[config.mk]
export PLATFORM = sky130hd
export DESIGN_NAME = indexed_pool_allocator
export DESIGN_NICKNAME = d
export VERILOG_FILES = /design/src/hw/rtl/ipa_pkg.sv /design/src/hw/rtl/ipa_ram.sv /design/src/hw/rtl/ipa_datapath.sv /design/src/hw/rtl/ipa_ctrl.sv /design/src/hw/rtl/indexed_pool_allocator.sv
export SDC_FILE = /design/constraint.sdc
export NUM_CORES = 2
export LEC_CHECK = 0
export BUFFER_PORTS_ARGS = -buffer_cell sky130_fd_sc_hd__buf_2
export CELL_PAD_IN_SITES_DETAIL_PLACEMENT = 2
export CELL_PAD_IN_SITES_GLOBAL_PLACEMENT = 2
export CORE_MARGIN = 2
export CORE_UTILIZATION = 40
export CTS_CLUSTER_DIAMETER = 40
export DETAILED_ROUTE_END_ITERATION = 10
export GPL_ROUTABILITY_DRIVEN = 0
export HOLD_SLACK_MARGIN = 0.15
export MAX_ROUTING_LAYER = met4
export PLACE_DENSITY = 0.74
export SETUP_SLACK_MARGIN = 0.1
export SYNTH_ARGS = -nofsm -noshare
export SYNTH_HDL_FRONTEND = slang
export SYNTH_SLANG_ARGS = --single-unit
[constraint.sdc]
create_clock -name clk -period 17.1 [get_ports clk]
set_input_delay 0 -clock clk [delete_from_list [all_inputs] [get_ports clk]]
set_output_delay 0 -clock clk [all_outputs]
set_load 0.01 [all_outputs]
[src/hw/rtl/ipa_pkg.sv]
`timescale 1ns / 1ps
// ---------------------------------------------------------------------------
// ipa_pkg
// Shared types for the indexed pool allocator: status codes, link table
// read and write selects, and the command / status bundles between the controller and the datapath.
// ---------------------------------------------------------------------------
package ipa_pkg;

    // Result status codes
    typedef enum logic [1:0] {
        ST_OK    = 2'd0,
        ST_EMPTY = 2'd1,
        ST_BAD   = 2'd2
    } status_t;

    // Link table read address source
    typedef enum logic [1:0] {
        RD_FREE_HEAD,
        RD_USED_HEAD,
        RD_LINK
    } rd_sel_t;

    // Link table write operation
    typedef enum logic [2:0] {
        WR_NONE,
        WR_INIT,
        WR_ALLOC,
        WR_PREV,
        WR_PUSH
    } wr_sel_t;

    // Controller to datapath
    typedef struct packed {
        rd_sel_t rd_sel;
        logic    rd_en;
        wr_sel_t wr_sel;
        logic    capture;
        logic    walk_advance;
        logic    used_from_rd;
        logic    load_result;
        status_t result_status;
        logic    result_grant;
    } ipa_cmd_t;

    // Datapath to controller
    typedef struct packed {
        logic free_empty;
        logic used_empty;
        logic slot_bad;
        logic slot_is_head;
        logic nxt_null;
        logic nxt_is_victim;
        logic steps_last;
    } ipa_sts_t;

endpackage

[src/hw/rtl/ipa_ram.sv]
`timescale 1ns / 1ps
// ---------------------------------------------------------------------------
// ipa_ram
// Generic single-write, single-read RAM with registered read data.
// ---------------------------------------------------------------------------
module ipa_ram #(
    parameter int WIDTH = 9,
    parameter int DEPTH = 256
) (
    input  logic                     clk,
    input  logic                     we,
    input  logic [$clog2(DEPTH)-1:0] waddr,
    input  logic [WIDTH-1:0]         wdata,
    input  logic                     re,
    input  logic [$clog2(DEPTH)-1:0] raddr,
    output logic [WIDTH-1:0]         rdata
);

    logic [WIDTH-1:0] mem [DEPTH];

    always_ff @(posedge clk)
    begin
        if (we)
        begin
            mem[waddr] <= wdata;
        end
        if (re)
        begin
            rdata <= mem[raddr];
        end
    end

endmodule

[src/hw/rtl/ipa_datapath.sv]
`timescale 1ns / 1ps
// ---------------------------------------------------------------------------
// ipa_datapath
// List heads, walk registers, link table and result registers of the
// pool allocator. Acts on commands from the controller.
// ---------------------------------------------------------------------------
module ipa_datapath #(
    parameter int POOL_SIZE = 256
) (
    input  logic            clk,
    input  logic            rst_n,
    input  logic [7:0]      slot_index,
    input  ipa_pkg::ipa_cmd_t cmd,
    output ipa_pkg::ipa_sts_t sts,
    output logic [1:0]      status,
    output logic [7:0]      granted_index
);
    import ipa_pkg::*;

    localparam int IDX_W  = $clog2(POOL_SIZE);
    localparam int LINK_W = $clog2(POOL_SIZE + 1);
    // Null link: one past the last slot
    localparam logic [LINK_W-1:0] SLOT_NULL = LINK_W'(POOL_SIZE);

    logic [LINK_W-1:0] free_head_reg, free_head_next;
    logic [LINK_W-1:0] used_head_reg, used_head_next;
    logic [IDX_W-1:0]  prev_reg, prev_next;
    logic [IDX_W-1:0]  victim_reg, victim_next;
    logic [IDX_W-1:0]  steps_reg, steps_next;
    status_t           status_reg, status_next;
    logic [7:0]        grant_reg, grant_next;

    logic              ram_we;
    logic [IDX_W-1:0]  ram_waddr;
    logic [LINK_W-1:0] ram_wdata;
    logic [IDX_W-1:0]  ram_raddr;
    logic [LINK_W-1:0] ram_rdata;

    ipa_ram #(
        .WIDTH (LINK_W),
        .DEPTH (POOL_SIZE)
    ) u_link_ram (
        .clk   (clk),
        .we    (ram_we),
        .waddr (ram_waddr),
        .wdata (ram_wdata),
        .re    (cmd.rd_en),
        .raddr (ram_raddr),
        .rdata (ram_rdata)
    );

    // Read address select
    always_comb
    begin
        case (cmd.rd_sel)
            RD_FREE_HEAD: ram_raddr = free_head_reg[IDX_W-1:0];
            RD_USED_HEAD: ram_raddr = used_head_reg[IDX_W-1:0];
            RD_LINK:      ram_raddr = ram_rdata[IDX_W-1:0];
            default:      ram_raddr = '0;
        endcase
    end

    // Write port select
    always_comb
    begin
        ram_we    = 1'b1;
        ram_waddr = '0;
        ram_wdata = '0;
        case (cmd.wr_sel)
            WR_INIT:
            begin
                ram_waddr = steps_reg;
                ram_wdata = LINK_W'(steps_reg) + LINK_W'(1);
            end
            WR_ALLOC:
            begin
                ram_waddr = free_head_reg[IDX_W-1:0];
                ram_wdata = used_head_reg;
            end
            WR_PREV:
            begin
                ram_waddr = prev_reg;
                ram_wdata = ram_rdata;
            end
            WR_PUSH:
            begin
                ram_waddr = victim_reg;
                ram_wdata = free_head_reg;
            end
            default: ram_we = 1'b0;
        endcase
    end

    // Head, walk and result updates
    always_comb
    begin
        free_head_next = free_head_reg;
        used_head_next = used_head_reg;
        prev_next      = prev_reg;
        victim_next    = victim_reg;
        steps_next     = steps_reg;
        status_next    = status_reg;
        grant_next     = grant_reg;

        if (cmd.wr_sel == WR_ALLOC)
        begin
            free_head_next = ram_rdata;
            used_head_next = free_head_reg;
        end
        if (cmd.wr_sel == WR_PUSH)
        begin
            free_head_next = LINK_W'(victim_reg);
        end
        if (cmd.used_from_rd)
        begin
            used_head_next = ram_rdata;
        end

        if (cmd.capture)
        begin
            victim_next = IDX_W'(slot_index);
            prev_next   = used_head_reg[IDX_W-1:0];
            steps_next  = '0;
        end
        else if (cmd.walk_advance)
        begin
            prev_next  = ram_rdata[IDX_W-1:0];
            steps_next = steps_reg + IDX_W'(1);
        end
        else if (cmd.wr_sel == WR_INIT)
        begin
            steps_next = steps_reg + IDX_W'(1);
        end

        if (cmd.load_result)
        begin
            status_next = cmd.result_status;
            grant_next  = cmd.result_grant ? 8'(free_head_reg) : 8'd0;
        end
    end

    // State registers
    always_ff @(posedge clk or negedge rst_n)
    begin
        if (!rst_n)
        begin
            free_head_reg <= '0;
            used_head_reg <= SLOT_NULL;
            steps_reg     <= '0;
        end
        else
        begin
            free_head_reg <= free_head_next;
            used_head_reg <= used_head_next;
            steps_reg     <= steps_next;
        end
    end

    // Payload registers
    always_ff @(posedge clk)
    begin
        prev_reg   <= prev_next;
        victim_reg <= victim_next;
        status_reg <= status_next;
        grant_reg  <= grant_next;
    end

    // Status to controller
    always_comb
    begin
        sts.free_empty    = free_head_reg >= SLOT_NULL;
        sts.used_empty    = used_head_reg >= SLOT_NULL;
        sts.slot_bad      = 32'(slot_index) >= 32'(POOL_SIZE);
        sts.slot_is_head  = LINK_W'(slot_index) == used_head_reg;
        sts.nxt_null      = ram_rdata >= SLOT_NULL;
        sts.nxt_is_victim = ram_rdata == LINK_W'(victim_reg);
        sts.steps_last    = steps_reg == IDX_W'(POOL_SIZE - 1);
    end

    assign status        = status_reg;
    assign granted_index = grant_reg;

endmodule

[src/hw/rtl/ipa_ctrl.sv]
`timescale 1ns / 1ps
// ---------------------------------------------------------------------------
// ipa_ctrl
// Sequencer of the pool allocator: link table init sweep, allocate,
// and free with a walk of the allocated list.
// ---------------------------------------------------------------------------
module ipa_ctrl (
    input  logic              clk,
    input  logic              rst_n,
    input  logic              start,
    input  logic              func,
    input  ipa_pkg::ipa_sts_t sts,
    output ipa_pkg::ipa_cmd_t cmd,
    output logic              busy,
    output logic              done
);
    import ipa_pkg::*;

    typedef enum logic [2:0] {
        S_INIT,
        S_IDLE,
        S_ALLOC,
        S_FREE_HEAD,
        S_WALK,
        S_UNLINK,
        S_PUSH
    } state_t;

    state_t state_reg, state_next;
    logic   busy_reg, busy_next;
    logic   done_reg, done_next;

    // Next state and commands
    always_comb
    begin
        state_next = state_reg;
        done_next  = 1'b0;
        cmd        = '0;

        case (state_reg)
            S_INIT:
            begin
                cmd.wr_sel = WR_INIT;
                if (sts.steps_last)
                begin
                    state_next = S_IDLE;
                end
            end
            S_IDLE:
            begin
                if (start)
                begin
                    if (!func)
                    begin
                        if (sts.free_empty)
                        begin
                            cmd.load_result   = 1'b1;
                            cmd.result_status = ST_EMPTY;
                            done_next         = 1'b1;
                        end
                        else
                        begin
                            cmd.rd_sel = RD_FREE_HEAD;
                            cmd.rd_en  = 1'b1;
                            state_next = S_ALLOC;
                        end
                    end
                    else if (sts.slot_bad || sts.used_empty)
                    begin
                        cmd.load_result   = 1'b1;
                        cmd.result_status = ST_BAD;
                        done_next         = 1'b1;
                    end
                    else
                    begin
                        cmd.capture = 1'b1;
                        cmd.rd_sel  = RD_USED_HEAD;
                        cmd.rd_en   = 1'b1;
                        state_next  = sts.slot_is_head ? S_FREE_HEAD : S_WALK;
                    end
                end
            end
            S_ALLOC:
            begin
                // pop free head, push onto allocated list
                cmd.wr_sel        = WR_ALLOC;
                cmd.load_result   = 1'b1;
                cmd.result_status = ST_OK;
                cmd.result_grant  = 1'b1;
                done_next         = 1'b1;
                state_next        = S_IDLE;
            end
            S_FREE_HEAD:
            begin
                // victim is the allocated head: unlink and push in one step
                cmd.used_from_rd  = 1'b1;
                cmd.wr_sel        = WR_PUSH;
                cmd.load_result   = 1'b1;
                cmd.result_status = ST_OK;
                done_next         = 1'b1;
                state_next        = S_IDLE;
            end
            S_WALK:
            begin
                if (sts.nxt_null)
                begin
                    cmd.load_result   = 1'b1;
                    cmd.result_status = ST_BAD;
                    done_next         = 1'b1;
                    state_next        = S_IDLE;
                end
                else if (sts.nxt_is_victim)
                begin
                    // fetch the victim's successor
                    cmd.rd_sel = RD_LINK;
                    cmd.rd_en  = 1'b1;
                    state_next = S_UNLINK;
                end
                else if (sts.steps_last)
                begin
                    cmd.load_result   = 1'b1;
                    cmd.result_status = ST_BAD;
                    done_next         = 1'b1;
                    state_next        = S_IDLE;
                end
                else
                begin
                    cmd.walk_advance = 1'b1;
                    cmd.rd_sel       = RD_LINK;
                    cmd.rd_en        = 1'b1;
                end
            end
            S_UNLINK:
            begin
                cmd.wr_sel = WR_PREV;
                state_next = S_PUSH;
            end
            S_PUSH:
            begin
                cmd.wr_sel        = WR_PUSH;
                cmd.load_result   = 1'b1;
                cmd.result_status = ST_OK;
                done_next         = 1'b1;
                state_next        = S_IDLE;
            end
            default:
            begin
                state_next = S_IDLE;
            end
        endcase

        busy_next = state_next != S_IDLE;
    end

    // State and registered outputs
    always_ff @(posedge clk or negedge rst_n)
    begin
        if (!rst_n)
        begin
            state_reg <= S_INIT;
            busy_reg  <= 1'b1;
            done_reg  <= 1'b0;
        end
        else
        begin
            state_reg <= state_next;
            busy_reg  <= busy_next;
            done_reg  <= done_next;
        end
    end

    assign busy = busy_reg;
    assign done = done_reg;

endmodule

[src/hw/rtl/indexed_pool_allocator.sv]
`timescale 1ns / 1ps
// ---------------------------------------------------------------------------
// indexed_pool_allocator
// Free-list pool allocator over POOL_SIZE slots sharing one link table.
//
// A transaction is accepted on a rising edge with start high and busy low;
// func selects allocate (0) or free (1) of slot_index. Each transaction
// returns one result: done is high for one cycle with status and
// granted_index valid. There is no backpressure on the result side.
// From accept to done: errors (pool empty, bad slot, nothing allocated)
// are answered from idle; allocate and free of the allocated head pass
// through S_ALLOC or S_FREE_HEAD; free of a slot further back walks the
// list in S_WALK, then goes through S_UNLINK and S_PUSH; free of a slot
// not on the list ends in the walk with status bad.
// The free walk reads one link per cycle through the link RAM read port,
// so free throughput is set by the slot's depth in the allocated list.
// After reset, busy stays high while the link table is swept to its
// initial chain (slot i links to i+1).
// ---------------------------------------------------------------------------
module indexed_pool_allocator #(
    parameter int POOL_SIZE = 256
) (
    input  logic       clk,
    input  logic       rst_n,
    input  logic       start,
    input  logic       func,
    input  logic [7:0] slot_index,
    output logic       busy,
    output logic       done,
    output logic [1:0] status,
    output logic [7:0] granted_index
);
    import ipa_pkg::*;

    ipa_cmd_t cmd;
    ipa_sts_t sts;

    ipa_ctrl u_ctrl (
        .clk   (clk),
        .rst_n (rst_n),
        .start (start),
        .func  (func),
        .sts   (sts),
        .cmd   (cmd),
        .busy  (busy),
        .done  (done)
    );

    ipa_datapath #(
        .POOL_SIZE (POOL_SIZE)
    ) u_datapath (
        .clk           (clk),
        .rst_n         (rst_n),
        .slot_index    (slot_index),
        .cmd           (cmd),
        .sts           (sts),
        .status        (status),
        .granted_index (granted_index)
    );

endmodule

==> impl_metrics.csv <==
group,metric,value,unit
timing,skew,81.4,ps
drt,drc,0,
pwr,power_density,244,nW/um^2
logic_synthesis,ys_top_cells_by_count,"2,339 x edfxtp_1, 1,814 x nand2_1, 655 x nand3_1",
hold_path,holdPathEnd,"u_ctrl.state_reg[2]",
clock_network,htree_levels,5,
timing,maxSlewViolCount,70,
drt,num_vias,69100,
place,port_buffers,23,
floorplanning,ioPinCount,24,
worst_setup_path,path_cells,"buf_4, nor4bb_1, buf_4, nand2_2, inv_2, or3_4, o2111a_4, buf_12, buf_4, buf_4, buf_4, nand2_1, a31oi_1, a22oi_1, o211a_1, nand4_1, o311ai_1, nor3b_1",
logic_synthesis,synth_cells,7059,
clock_network,cts_buffer_depth,4,
timing,clock.fmax,0.123,GHz
logic_synthesis,synth_area,94900,sq um
global_routing,grt_pass1_vias,72900,
floorplanning,dieArea,241000,sq um
final_layout,fill_cells,22500,
logic_synthesis,ys_async_sr_fraction,1.31,%
worst_setup_path,crit_required,17910,ps
logic_synthesis,ys_seq_area_share,74.8,%
clock_network,clock-sinks,2370,
worst_setup_path,r2r-end,"u_datapath.u_link_ram.rdata[2]",
logic_synthesis,synth-edff-count,2339,
clock_network,cts_tree,"done",
clock_network,cts_made_buffers,351,
pwr,p_leak,37.1,nW
final_layout,top_register,"u_datapath.u_link_ram.mem",
floorplanning,die_h,491,um
logic_synthesis,ys_seq_elements,2370,
drt,drt-wirelength-per-cell,38.8,um
timing,fin_crit,8150,ps
logic_synthesis,ys_dominant_reg_cell,"edfxtp_1",
clock_network,post_cts_buffers,0,
floorplanning,core_area,236000,sq um
outcome,status,"complete, but fails checks",
floorplanning,initial_core_util,40.3,%
timing,period_share,47.7,%
place,dp_hpwl,223000,um
worst_setup_path,r2r_slack,8950,ps
worst_setup_path,ff2ff_path_depth,18,
clock_network,cts_root_buffer,"clkbuf_16",
floorplanning,num_rows,178,
clock_network,clkSlewWorstSetupHoldPaths,60,ps
outcome,violations,"max-capacitance violations, max-slew violations",
final_layout,largest_reg_flops,2304,
hold_path,holdPathStages,6,
timing,setup_viol,0,
timing,slew_headroom,-8.94,%
drt,avgViaCountPerCell,6.51,
hold_path,hp-class,"input port to flip-flop",
worst_setup_path,r2r-start,"u_ctrl.state_reg[0]",
drt,drt_iter0_drc,10000,
drt,ant_nets,0,
final_layout,syn_to_final_growth,16.5,%
logic_synthesis,yosysUniqueCellTypes,96,
logic_synthesis,synth_area_leaders,"edfxtp_1 74%, nand2_1 7.2%, nand3_1 3.5%",
global_routing,grt_pass1_wl,569000,um
logic_synthesis,synth_top_cell_area_share,74.0,%
place,placedCellCount,9952,
final_layout,stdcell_count,10600,
global_routing,antenna_found_initial,32,
timing,hold_viol,0,
worst_setup_path,critPathMaxStageDelay,790,ps
final_layout,nets,7195,
worst_setup_path,crit_fanout,97,
floorplanning,die_w,491,um
flow_run,max_cap_violations,6,
worst_setup_path,cp-start-kind,"flip-flop",
logic_synthesis,avgSynthCellArea,13.4,sq um
hold_path,min-delay-start,"slot_index[6]",
timing,finalSetupTns,0,ps
worst_setup_path,crit_type,"flip-flop to flip-flop",
global_routing,grt.overflow.total,0,
drt,wl,412000,um
clock_network,ctsResizeCount,0,
logic_synthesis,syn_nets,7072,
pwr,vdd_ir_drop_max,0.000526,V
worst_setup_path,end_kind,"flip-flop",
worst_setup_path,crit_top_cell,"buf_4",
clock_network,worst_skew_pair.late_latency,1030,ps
worst_setup_path,crit_slowest_cell,"buf_4",
logic_synthesis,synth_area_leader_cell,"edfxtp_1",
timing,rsz0062_at_grt,"false",
drt,dr.pass1.iters,8,
timing,worst_pin_slew,1610,ps
global_routing,grt_usage,34.0,%
worst_setup_path,cp.arrival,8960,ps
logic_synthesis,yosys_warnings,0,
logic_synthesis,yosysMostFrequentCell,"edfxtp_1",
final_layout,drive_above_1_share,11.5,%
global_routing,grt_max_degree,196,
-- routing by layer --
layer | GRT usage (%) | up-vias | wire, um
met1 | 41.6 | 36300 | 152000
met4 | 18.1 | 0 | 24400
met3 | 7.32 | 1257 | 40800
met2 | 52.9 | 4831 | 194000
li1 | - | 26700 | -
met5 | - | - | 0
-- layout by cell type (no fill, tap or decap), drive strengths merged, types with 19 or more instances in the layout --
master / n
clkinvlp: 33
nand4: 114
a32oi: 51
edfxtp: 2339
a21oi: 121
a22oi: 19
inv: 50
dfrtp: 29
o2111ai: 29
nor4: 23
nor3: 55
mux2i: 173
diode: 27
and3: 98
dlygate4sd3: 24
nand3: 657
o21ai: 140
bufinv: 41
a31oi: 185
a311oi: 41
clkbuf: 389
a221oi: 38
nor2: 373
clkinv: 116
nand2: 1815
buf: 197
o22ai: 57
-- worst max path at each step --
| stage | start | end | slack, ps | depth (start not counted) |
|---|---|---|---|---|
| 2_1_floorplan | u_ctrl.state_reg[0] | u_datapath.u_link_ram.mem[0][8] | 3160 | 6 |
| 3_3_place_gp | u_ctrl.state_reg[0] | u_datapath.u_link_ram.rdata[8] | 9720 | 18 |
| 5_1_grt | u_ctrl.state_reg[0] | u_datapath.u_link_ram.rdata[2] | 8630 | 18 |
| 3_5_place_dp | u_ctrl.state_reg[0] | u_datapath.u_link_ram.rdata[2] | 9450 | 18 |
| 4_1_cts | u_ctrl.state_reg[0] | u_datapath.u_link_ram.rdata[2] | 9210 | 18 |
| 6_report | u_ctrl.state_reg[0] | u_datapath.u_link_ram.rdata[2] | 8950 | 18 |
-- kinds of logic after synthesis --
family	after synthesis	synth area share [%]
buf+inv	459	2.45
fa+ha+maj	1	0.0132
simple gates	3212	14.7
compound gates	807	5.82
mux	187	1.99
xor+xnor	23	0.212
flops	2370	74.8
-- where the power goes --
group | switching, mW | internal (mW)
Clock | 3.02 | 4.48
Combinational | 9.05 | 2.10
Sequential | 0.200 | 8.10
-- per-stage QoR --
stage                     hold slack [ps]  worst slack, ps  utilization [%]  area, sq um  power (mW)
after floorplan                      -296             3160                -        94900        14.3
after global placement                116             9720             41.8        98500        18.1
after detailed placement              140             9450             41.8        98500        18.7
after CTS                             196             9210             46.9       110000        26.5
after global routing                  256             8630             46.9       111000        27.3
final                                 223             8950             46.9       111000        27.0
-- repair_timing --
action | CTS | global route
setup endpoints to repair | 0 | 0
hold endpoints to repair | 56 | 0
hold buffers | 25 | 0
-- layout make-up --
type | count | area (sq um) | share of cell area [%]
Multi-Input combinational cell | 4230 | 21900 | 19.8
Timing Repair Buffer | 222 | 1890 | 1.71
Clock buffer | 388 | 9060 | 8.19
Clock inverter | 233 | 2630 | 2.38
Antenna cell | 27 | 67.6 | 0.0611
Sequential cell | 2370 | 71000 | 64.2
Inverter | 7 | 26.3 | 0.0238
Tap cell | 3150 | 3940 | 3.56
-- worst max-delay path, delay by kind of cell (launching register included) --
| kind | cells | cell delay, ps |
|---|---|---|
| simple gates | 6 | 1700 |
| compound gates | 5 | 1890 |
| buf+inv | 7 | 3920 |
| flops | 1 | 350 |
No activity file was read; power rests on OpenSTA's default activity.
